--- src/hdl/hsvc_pkg.sv ---
// ----------------------------------------------------------------------------
// hsvc_pkg
// Types, widths and constants shared by the HSV to RGB converter pipeline.
// ----------------------------------------------------------------------------
package hsvc_pkg;

	localparam int HUE_W   = 9;
	localparam int PCT_W   = 7;
	localparam int BYTE_W  = 8;
	localparam int SV_W    = 14;  // s*v, up to 127*127
	localparam int WGT_W   = 6;   // 60 - |t - 60|, 0..60
	localparam int NUM_W   = 20;  // channel numerator over 600000
	localparam int SUM_W   = 24;  // 17*N + 20000
	localparam int A_SHIFT = 6;   // 40000 = 64 * 625
	localparam int A_W     = SUM_W - A_SHIFT;
	localparam int RECIP_W = 19;
	localparam int PROD_W  = A_W + RECIP_W;
	localparam int RECIP_SHIFT = 28;

	localparam logic [HUE_W-1:0] HUE_MAX = 9'd360;
	localparam logic [PCT_W-1:0] PCT_MAX = 7'd100;
	localparam logic [HUE_W-1:0] DEG_60  = 9'd60;
	localparam logic [HUE_W-1:0] DEG_120 = 9'd120;
	localparam logic [HUE_W-1:0] DEG_180 = 9'd180;
	localparam logic [HUE_W-1:0] DEG_240 = 9'd240;
	localparam logic [HUE_W-1:0] DEG_300 = 9'd300;

	localparam logic [NUM_W-1:0] CHROMA_SCALE = 20'd60;
	localparam logic [NUM_W-1:0] VALUE_SCALE  = 20'd6000;

	// 255/600000 = 17/40000; round half up adds 20000 before the divide
	localparam logic [SUM_W-1:0] BYTE_MUL   = 24'd17;
	localparam logic [SUM_W-1:0] ROUND_ADD  = 24'd20000;
	// ceil(2^28 / 625), exact for quotients of an 18-bit dividend
	localparam logic [RECIP_W-1:0] RECIP_625 = 19'd429497;

	localparam int LANES = 3;

	typedef enum logic [2:0] {
		SEC_RED_YEL,
		SEC_YEL_GRN,
		SEC_GRN_CYN,
		SEC_CYN_BLU,
		SEC_BLU_MAG,
		SEC_MAG_RED
	} sector_t;

	typedef struct packed {
		logic valid;
		logic ok;
	} ctl_t;

	typedef logic [NUM_W-1:0] num_t;
	typedef logic [BYTE_W-1:0] byte_t;

endpackage

--- src/hdl/hsvc_decode.sv ---
// ----------------------------------------------------------------------------
// hsvc_decode
// First stage: range check, sector decode, hue weight and the s*v product.
// ----------------------------------------------------------------------------
module hsvc_decode (
	input  logic                       clk,
	input  logic                       arst_n,
	input  logic                       start,
	input  logic [hsvc_pkg::HUE_W-1:0] hue,
	input  logic [hsvc_pkg::PCT_W-1:0] saturation,
	input  logic [hsvc_pkg::PCT_W-1:0] brightness,
	output hsvc_pkg::ctl_t             ctl_s1,
	output hsvc_pkg::sector_t          sector_s1,
	output logic [hsvc_pkg::SV_W-1:0]  sv_s1,
	output logic [hsvc_pkg::WGT_W-1:0] wgt_s1,
	output logic [hsvc_pkg::PCT_W-1:0] val_s1
);
	import hsvc_pkg::*;

	logic            ok_d;
	logic [HUE_W-1:0] t_d;
	logic [HUE_W-1:0] wgt_d;
	sector_t         sector_d;

	always_comb begin
		ok_d = (hue <= HUE_MAX) && (saturation <= PCT_MAX) && (brightness <= PCT_MAX);

		// hue mod 120 by compare and subtract, exact for hue below 360
		if (hue < DEG_120) begin
			t_d = hue;
		end else if (hue < DEG_240) begin
			t_d = hue - DEG_120;
		end else begin
			t_d = hue - DEG_240;
		end

		// 60 - |t - 60|
		if (t_d >= DEG_60) begin
			wgt_d = DEG_120 - t_d;
		end else begin
			wgt_d = t_d;
		end

		if (hue < DEG_60) begin
			sector_d = SEC_RED_YEL;
		end else if (hue < DEG_120) begin
			sector_d = SEC_YEL_GRN;
		end else if (hue < DEG_180) begin
			sector_d = SEC_GRN_CYN;
		end else if (hue < DEG_240) begin
			sector_d = SEC_CYN_BLU;
		end else if (hue < DEG_300) begin
			sector_d = SEC_BLU_MAG;
		end else begin
			sector_d = SEC_MAG_RED;
		end
	end

	always_ff @(posedge clk or negedge arst_n) begin
		if (!arst_n) begin
			ctl_s1 <= '0;
		end else begin
			ctl_s1.valid <= start;
			ctl_s1.ok    <= ok_d;
		end
	end

	always_ff @(posedge clk) begin
		sector_s1 <= sector_d;
		sv_s1     <= SV_W'(saturation) * SV_W'(brightness);
		wgt_s1    <= wgt_d[WGT_W-1:0];
		val_s1    <= brightness;
	end

endmodule

--- src/hdl/hsvc_chroma.sv ---
// ----------------------------------------------------------------------------
// hsvc_chroma
// Stages two and three: chroma, X and m, then per-channel numerators.
// ----------------------------------------------------------------------------
module hsvc_chroma (
	input  logic                       clk,
	input  logic                       arst_n,
	input  hsvc_pkg::ctl_t             ctl_s1,
	input  hsvc_pkg::sector_t          sector_s1,
	input  logic [hsvc_pkg::SV_W-1:0]  sv_s1,
	input  logic [hsvc_pkg::WGT_W-1:0] wgt_s1,
	input  logic [hsvc_pkg::PCT_W-1:0] val_s1,
	output hsvc_pkg::ctl_t             ctl_s3,
	output hsvc_pkg::num_t [hsvc_pkg::LANES-1:0] num_s3
);
	import hsvc_pkg::*;

	ctl_t    ctl_s2;
	sector_t sector_s2;
	num_t    c_s2;
	num_t    x_s2;
	num_t    m_s2;
	num_t    c_d;
	num_t    r_d;
	num_t    g_d;
	num_t    b_d;

	assign c_d = NUM_W'(sv_s1) * CHROMA_SCALE;

	always_ff @(posedge clk or negedge arst_n) begin
		if (!arst_n) begin
			ctl_s2 <= '0;
			ctl_s3 <= '0;
		end else begin
			ctl_s2 <= ctl_s1;
			ctl_s3 <= ctl_s2;
		end
	end

	always_ff @(posedge clk) begin
		sector_s2 <= sector_s1;
		c_s2      <= c_d;
		x_s2      <= NUM_W'(sv_s1) * NUM_W'(wgt_s1);
		m_s2      <= NUM_W'(val_s1) * VALUE_SCALE - c_d;
	end

	always_comb begin
		unique case (sector_s2)
			SEC_RED_YEL: begin r_d = c_s2; g_d = x_s2; b_d = '0;   end
			SEC_YEL_GRN: begin r_d = x_s2; g_d = c_s2; b_d = '0;   end
			SEC_GRN_CYN: begin r_d = '0;   g_d = c_s2; b_d = x_s2; end
			SEC_CYN_BLU: begin r_d = '0;   g_d = x_s2; b_d = c_s2; end
			SEC_BLU_MAG: begin r_d = x_s2; g_d = '0;   b_d = c_s2; end
			SEC_MAG_RED: begin r_d = c_s2; g_d = '0;   b_d = x_s2; end
			default:     begin r_d = '0;   g_d = '0;   b_d = '0;   end
		endcase
	end

	// out-of-range beats are forced to zero here, which scales to black
	always_ff @(posedge clk) begin
		if (ctl_s2.ok) begin
			num_s3[0] <= r_d + m_s2;
			num_s3[1] <= g_d + m_s2;
			num_s3[2] <= b_d + m_s2;
		end else begin
			num_s3 <= '0;
		end
	end

endmodule

--- src/hdl/hsvc_scale.sv ---
// ----------------------------------------------------------------------------
// hsvc_scale
// Stages four and five: round(255*N/600000) per channel by reciprocal multiply.
// ----------------------------------------------------------------------------
module hsvc_scale (
	input  logic                                 clk,
	input  logic                                 arst_n,
	input  hsvc_pkg::ctl_t                       ctl_s3,
	input  hsvc_pkg::num_t [hsvc_pkg::LANES-1:0] num_s3,
	output hsvc_pkg::ctl_t                       ctl_s5,
	output hsvc_pkg::byte_t [hsvc_pkg::LANES-1:0] byte_s5
);
	import hsvc_pkg::*;

	ctl_t                       ctl_s4;
	logic [LANES-1:0][A_W-1:0]  a_s4;
	logic [LANES-1:0][SUM_W-1:0] sum_d;
	logic [LANES-1:0][PROD_W-1:0] prod_d;

	always_comb begin
		for (int i = 0; i < LANES; i++) begin
			sum_d[i]  = SUM_W'(num_s3[i]) * BYTE_MUL + ROUND_ADD;
			prod_d[i] = PROD_W'(a_s4[i]) * PROD_W'(RECIP_625);
		end
	end

	always_ff @(posedge clk or negedge arst_n) begin
		if (!arst_n) begin
			ctl_s4 <= '0;
			ctl_s5 <= '0;
		end else begin
			ctl_s4 <= ctl_s3;
			ctl_s5 <= ctl_s4;
		end
	end

	always_ff @(posedge clk) begin
		for (int i = 0; i < LANES; i++) begin
			a_s4[i]    <= sum_d[i][SUM_W-1:A_SHIFT];
			byte_s5[i] <= prod_d[i][RECIP_SHIFT +: BYTE_W];
		end
	end

endmodule

--- src/hdl/hsv_to_rgb_converter.sv ---
// ----------------------------------------------------------------------------
// hsv_to_rgb_converter
// Five-stage HSV to 8-bit RGB colour conversion, one beat per clock.
// ----------------------------------------------------------------------------
// Usage:
//   Input beat: drive hue (degrees), saturation and brightness (percent) with
//   start high; the beat is taken on any rising edge where start is high and
//   busy is low. busy is held low, so a beat may be offered on every clock.
//   Result beat: red, green, blue and in_range are shown for one cycle with
//   done high, once the beat has passed through every stage. Results leave in
//   the order the beats came in.
//   A hue over 360 or a saturation or brightness over 100 gives black with
//   in_range low.
//   Throughput is one beat per clock. The stages, in order, are:
//   decode and s*v, chroma products, channel sums, rounding
//   scale, reciprocal divide by 625.
//   Reset clears every stage's valid bit, so no done appears until beats
//   have been taken. There is no output back-pressure: the receiver must take
//   each result in the cycle it is shown.
// ----------------------------------------------------------------------------
module hsv_to_rgb_converter (
	input  logic                        clk,
	input  logic                        arst_n,
	input  logic                        start,
	output logic                        busy,
	input  logic [hsvc_pkg::HUE_W-1:0]  hue,
	input  logic [hsvc_pkg::PCT_W-1:0]  saturation,
	input  logic [hsvc_pkg::PCT_W-1:0]  brightness,
	output logic                        done,
	output logic [hsvc_pkg::BYTE_W-1:0] red,
	output logic [hsvc_pkg::BYTE_W-1:0] green,
	output logic [hsvc_pkg::BYTE_W-1:0] blue,
	output logic                        in_range
);
	import hsvc_pkg::*;

	ctl_t               ctl_s1;
	sector_t            sector_s1;
	logic [SV_W-1:0]    sv_s1;
	logic [WGT_W-1:0]   wgt_s1;
	logic [PCT_W-1:0]   val_s1;
	ctl_t               ctl_s3;
	num_t [LANES-1:0]   num_s3;
	ctl_t               ctl_s5;
	byte_t [LANES-1:0]  byte_s5;

	hsvc_decode u_decode (
		.clk        (clk),
		.arst_n     (arst_n),
		.start      (start),
		.hue        (hue),
		.saturation (saturation),
		.brightness (brightness),
		.ctl_s1     (ctl_s1),
		.sector_s1  (sector_s1),
		.sv_s1      (sv_s1),
		.wgt_s1     (wgt_s1),
		.val_s1     (val_s1)
	);

	hsvc_chroma u_chroma (
		.clk       (clk),
		.arst_n    (arst_n),
		.ctl_s1    (ctl_s1),
		.sector_s1 (sector_s1),
		.sv_s1     (sv_s1),
		.wgt_s1    (wgt_s1),
		.val_s1    (val_s1),
		.ctl_s3    (ctl_s3),
		.num_s3    (num_s3)
	);

	hsvc_scale u_scale (
		.clk     (clk),
		.arst_n  (arst_n),
		.ctl_s3  (ctl_s3),
		.num_s3  (num_s3),
		.ctl_s5  (ctl_s5),
		.byte_s5 (byte_s5)
	);

	assign busy     = 1'b0;
	assign done     = ctl_s5.valid;
	assign in_range = ctl_s5.ok;
	assign red      = byte_s5[0];
	assign green    = byte_s5[1];
	assign blue     = byte_s5[2];

endmodule

--- config.mk ---
export PLATFORM = sky130hd
export DESIGN_NAME = hsv_to_rgb_converter
export DESIGN_NICKNAME = d
export VERILOG_FILES = /design/src/hdl/hsvc_pkg.sv /design/src/hdl/hsvc_decode.sv /design/src/hdl/hsvc_chroma.sv /design/src/hdl/hsvc_scale.sv /design/src/hdl/hsv_to_rgb_converter.sv
export SDC_FILE = /design/constraint.sdc
export NUM_CORES = 2
export LEC_CHECK = 0
export ABC_AREA = 1
export BUFFER_PORTS_ARGS = -buffer_cell sky130_fd_sc_hd__buf_2
export CORE_AREA = 4 4 302 304
export CTS_BUF_LIST = sky130_fd_sc_hd__clkbuf_4
export DETAILED_ROUTE_END_ITERATION = 16
export DIE_AREA = 0 0 306 308
export MAX_ROUTING_LAYER = met4
export PLACE_DENSITY = 0.65
export SLEW_MARGIN = 20
export SYNTH_ARGS = -nofsm -noshare
export SYNTH_HDL_FRONTEND = slang
export SYNTH_SLANG_ARGS = --single-unit
--- constraint.sdc ---
create_clock -name clk -period 5.55 [get_ports clk]
set_input_delay 0.555 -clock clk [delete_from_list [all_inputs] [get_ports clk]]
set_output_delay 0.555 -clock clk [all_outputs]
set_load 0.05 [all_outputs]
# ---- Yosys cells after proc, flatten, opt, wreduce, memory -nomap -nowiden
# Index checks and enable logic that the tools add are counted.
# Widths: inputs -> output; s select.
dict set report totals {
  reg_bits 239
  wordCells 84
}
dict set report op_classes {
  addsub 10
  multipliers 10
  order_cmp 9
  eq_ne 5
  mux 10
  reduce_logical 11
}
# op n
set ops {}
lappend ops {{$pmux 20 s2} 3}
lappend ops {{$mul 18x19->36 const B} 3}
lappend ops {{$add 24x15->24 const B} 3}
lappend ops {{$mul 20x5->24 const B} 3}
lappend ops {{$add 20x20->20} 3}
lappend ops {{$mul 14x6->20} 1}
lappend ops {{$sub 20x20->20} 1}
lappend ops {{$lt 9x8->1 const B} 2}
lappend ops {{$mul 14x4->18 const B} 1}
lappend ops {{$mux 9} 2}
lappend ops {{$mul 7x9->16 const B} 1}
lappend ops {{$le 7x7->1 const B} 2}
lappend ops {{$mul 7x7->14} 1}
lappend ops {{$reduce_or 2->1} 7}
lappend ops {{$ge 9x6->1 const B} 1}
lappend ops {{$le 9x9->1 const B} 1}
lappend ops {{$lt 9x6->1 const B} 1}
lappend ops {{$lt 9x7->1 const B} 1}
lappend ops {{$lt 9x9->1 const B} 1}
lappend ops {{$sub 9x7->9 const B} 1}
lappend ops {{$sub 9x8->9 const B} 1}
lappend ops {{$eq 3x2->1 const B} 2}
lappend ops {{$eq 3x3->1 const B} 2}
lappend ops {{$mux 6} 1}
lappend ops {{other kinds (7)} 10}

# ---- Depth between registers and ports, before layout
dict set report depth {
  word_depth 5
  mapped_depth 27
}

# ---- Cells and area by module
# Synthesis repeated with hierarchy kept, for this count alone.
dict set report hier_totals {
  cells_unflattened 5120
  area_unflattened_um2 40232.3
}
# mod instances cells_per_inst area_per_inst_um2
set by_module_without_submodules {}
lappend by_module_without_submodules {hsvc_scale 1 3108 25305.5}
lappend by_module_without_submodules {hsvc_chroma 1 1640 12047.8}
lappend by_module_without_submodules {hsvc_decode 1 370 2867.8}
lappend by_module_without_submodules {hsv_to_rgb_converter 1 2 11.3}

# ---- Worst setup path after synthesis
# OpenSTA, ideal clock, no wires.
dict set report synth_path {
  path_kind {reg-to-reg}
  startpoint {register u_decode.val_s1[4] (netlist name)}
  endpoint {register u_chroma.m_s2[19]}
  setup_time_ns 0.113
  t_arrival_ns 4.728
  required_ns 5.437
  setup_slack_ns 0.708
  path_stages_with_launch 27
  n_path_buf 0
  path_cell_list {dfxtp_1 > inv_1 > fa_1 > fa_1 > inv_1 > fa_1 > inv_1 > fa_1 > inv_1 > ha_1 > nand2_1 > nor3_1 > a21oi_1 > o21ai_0 > nand2_1 > nand2_1 > nand2_1 > nand2_1 > inv_1 > ha_1 > nand2_1 > nor2_1 > and3_1 > nand4_1 > nand3_1 > nand3b_1 > nand2_1}
}
dict set report synth_between {
  elab_chain_len 2
}
# item line
set synth_rtl {}
lappend synth_rtl {{start: declaration} hsvc_decode.sv:16} ;# output logic [hsvc_pkg::PCT_W-1:0] val_s1
lappend synth_rtl {{start signal: assignment} hsvc_decode.sv:72} ;# val_s1 <= brightness;
lappend synth_rtl {{$mul 7x9->16} hsvc_chroma.sv:44} ;# m_s2 <= NUM_W'(val_s1) * VALUE_SCALE - c_d;
lappend synth_rtl {{$sub 20x20->20} hsvc_chroma.sv:44}
lappend synth_rtl {{end signal: assignment} hsvc_chroma.sv:44}
lappend synth_rtl {{end: declaration} hsvc_chroma.sv:22} ;# num_t m_s2;
# No other way between the ends.
# A chain may end at the register's enable or synchronous reset.

==> flow_summary.ini <==
[critical_path]
path_class = flop to flop
cp.arrival_ns = 5.79
slowest_delay_ns = 0.56
end_kind = flop
worstPathRequired_ns = 6.26
startpoint_type = flop
slowest_stage = dfxtp_1
reg2regPathDepth = 20
path_cells = ha_1, inv_1, fa_1, fa_1, inv_1, fa_1, inv_1, fa_1, inv_1, fa_1, inv_1, ha_1, a21oi_1, o21ai_0, a21oi_1, o21ai_0, nor2_1, nand2_1, nand2_1, nand2_1
path_max_fanout = 7

[floorplanning]
ios = 53
fp.dieW_um = 306
core_area_sq_mm = 0.0882
dieArea_sq_mm = 0.0942
initial_utilization_pct = 44.9
fp.dieH_um = 308
row_count = 109

[routing]
first_pass_iters = 7
antenna_left = 0
via_count = 30800
drt_iter0_drc = 1481
post-route-drc-count = 0
post_drt_wl_per_cell_um = 15.1
via_per_inst = 4.94
wirelength_um = 93800

[yosys]
ys_warn_count = 0
ys_seq_area_share_pct = 12.1
syn_inst = 4900
synthTopCellsByArea = fa_1 26%, ha_1 24%, dfxtp_1 11%
synth_common_cells = 1182 x inv_1, 879 x nand2_1, 748 x ha_1
synth.most_common_cell = inv_1
netlist_area_sq_mm = 0.0396
syn_avg_cell_area_sq_um = 8.08
ys_types = 51
yosys.area.top_type = fa_1
ys_ff_latch = 236
ys_async_sr_fraction_pct = 4.24
synth_top_cell_area_share_pct = 26.3
ys.flop_type = dfxtp_1
synth_nets = 6194
synth_edf_count = 0

[sta]
finalClockSkew_ns = 0.0794
post-route-min-period_ns = 5.07
tightest_slew_ns = 0.801
relSlewSlack_pct = 46.5
fmax_mhz = 197
setup_slack_ns = 0.478
tns_ns = 0
finalHoldViolCount = 0
final_min_period_over_clock_period_pct = 91.4
finalMaxSlewViolations = 0
grt_setup_unrepaired = false
final-setup-viol-count = 0

[layout]
drive_above_1_share_pct = 3.91
finalNetCount = 6307
area_growth_pct = 6.84
design_area_sq_mm = 0.0423

[cts]
cts.htree.levels = 3
clkSlewWorstSetupHoldPaths_ns = 0.06
post_cts_buffers = 0
insertion_delay_ns = 0.84
cts_tree = yes
numCtsBuffers = 70
clk_path_buf_depth = 3
clkSinkCount = 236
root_buffer = clkbuf_4

[place]
place_area_sq_mm = 0.0413
pre_cts_ws_ns = 0.353
globalplace.congestion = 0.932
dp_hpwl_um = 83000
portBuffers = 51

[global_route]
grt_pass1_wl_um = 158000
grt-ovfl-total = 0
grt_max_degree = 35
grt_util_all_layers_pct = 21.0
antenna_found_initial = 2
grt_pass1_vias = 31700

[outcome]
status = finished, final reports clean

[run]
cap_violations = 0

[min_path]
hold_class = primary input to asynchronous set/reset pin
## path summary, 6_finish.rpt
path | to | slack (ns) | from
worst max-delay path | u_scale.byte_s5[16]$_DFF_P_ | 0.48 | u_scale.a_s4[47]$_DFF_P_
worst min-delay path | u_scale.ctl_s4[1]$_DFF_PN0_ | 0.12 | arst_n
worst max register to register | u_scale.byte_s5[16]$_DFF_P_ | 0.48 | u_scale.a_s4[47]$_DFF_P_
worst min register to register | u_chroma.sector_s2[2]$_DFF_P_ | 0.33 | u_decode.sector_s1[2]$_SDFF_PP0_
max in group asynchronous | u_chroma.ctl_s2[0]$_DFF_PN0_ | 5.23 | arst_n
min in group clk | u_decode.sector_s1[0]$_SDFF_PP0_ | 0.16 | hue[8]
## final cells by class
| class | count | area, sq um |
|---|---|---|
| antenna | 3 | 7.51 |
| clock buffer | 90 | 676 |
| clock inverter | 31 | 216 |
| fill | 8588 | 45900 |
| inverter | 1188 | 4460 |
| multi-input combinational | 3438 | 30200 |
| sequential | 236 | 4770 |
| tap | 1165 | 1460 |
| timing repair buffer | 79 | 500 |
## cell usage in the layout, fill, tap and decap left out, drive strengths merged, types with 10 or more instances in the layout
cell type    count
nand3          187
clkinv          26
dfxtp          226
a21boi          13
inv           1189
xnor2           32
ha             748
a21oi          287
nor4            17
clkbuf          90
buf             65
fa             520
dlygate4sd3     14
nand2          889
o21bai          35
nand4           23
o21ai          149
nand3b          17
dfrtp           10
nor2           252
nor3            44
o22ai           52
a21o            30
a31oi           12
o21a            17
xor2            88
## routing by layer
metal / track usage, % / share of wire [%]
met5: - / 0
met4: 5.32 / 2.3
met3: 2.90 / 4.5
met2: 34.0 / 46
met1: 27.8 / 47
## cell families after synthesis
kind of cell | synth area share [%]
flip-flops | 12.1
other | 0.00947
AO/OA/AOI/OAI | 8.53
AND/OR/NAND/NOR | 15.2
buffers and inverters | 11.6
XOR/XNOR | 2.65
adder cells (fa/ha/maj) | 49.9
## critical path, delay by kind of cell (launching register included)
| family | cells | cell delay, ns |
|---|---|---|
| adders and majority gates | 7 | 3.12 |
| and+or+nand+nor | 4 | 0.33 |
| AOI/OAI and AO/OA | 4 | 0.65 |
| DFF | 1 | 0.56 |
| buffers and inverters | 5 | 0.38 |
## sequential cells by signal (all words and copies together) (netlist names), 3 cells and up
| register | cells |
|---|---|
| u_chroma.num_s3 | 60 |
| u_scale.a_s4 | 54 |
| u_scale.byte_s5 | 24 |
| u_chroma.x_s2 | 20 |
| u_chroma.c_s2 | 18 |
| u_chroma.m_s2 | 17 |
| u_decode.sv_s1 | 14 |
| u_decode.val_s1 | 7 |
| u_decode.wgt_s1 | 6 |
| u_chroma.sector_s2 | 3 |
| u_decode.sector_s1 | 3 |
## per-stage QoR
step                utilization [%]  std cells  hold WS, ns
floorplan                         -       4900        0.259
global placement               46.8       6092        0.314
detailed placement             46.8       6092        0.316
CTS                            48.0       6227      0.00313
global route                   48.0       6230       0.0647
finish                         48.0       6230        0.119
## repair_timing
item                                    in CTS  in global routing
hold buffers                                14                  0
resized for setup                            0                  3
hold endpoints to repair                    23                  0
endpoints found under the setup margin       0                  3
Power is left out: the tool's default activity adds up to more than one toggle a clock period on the data nets, which glitch-free logic cannot reach.
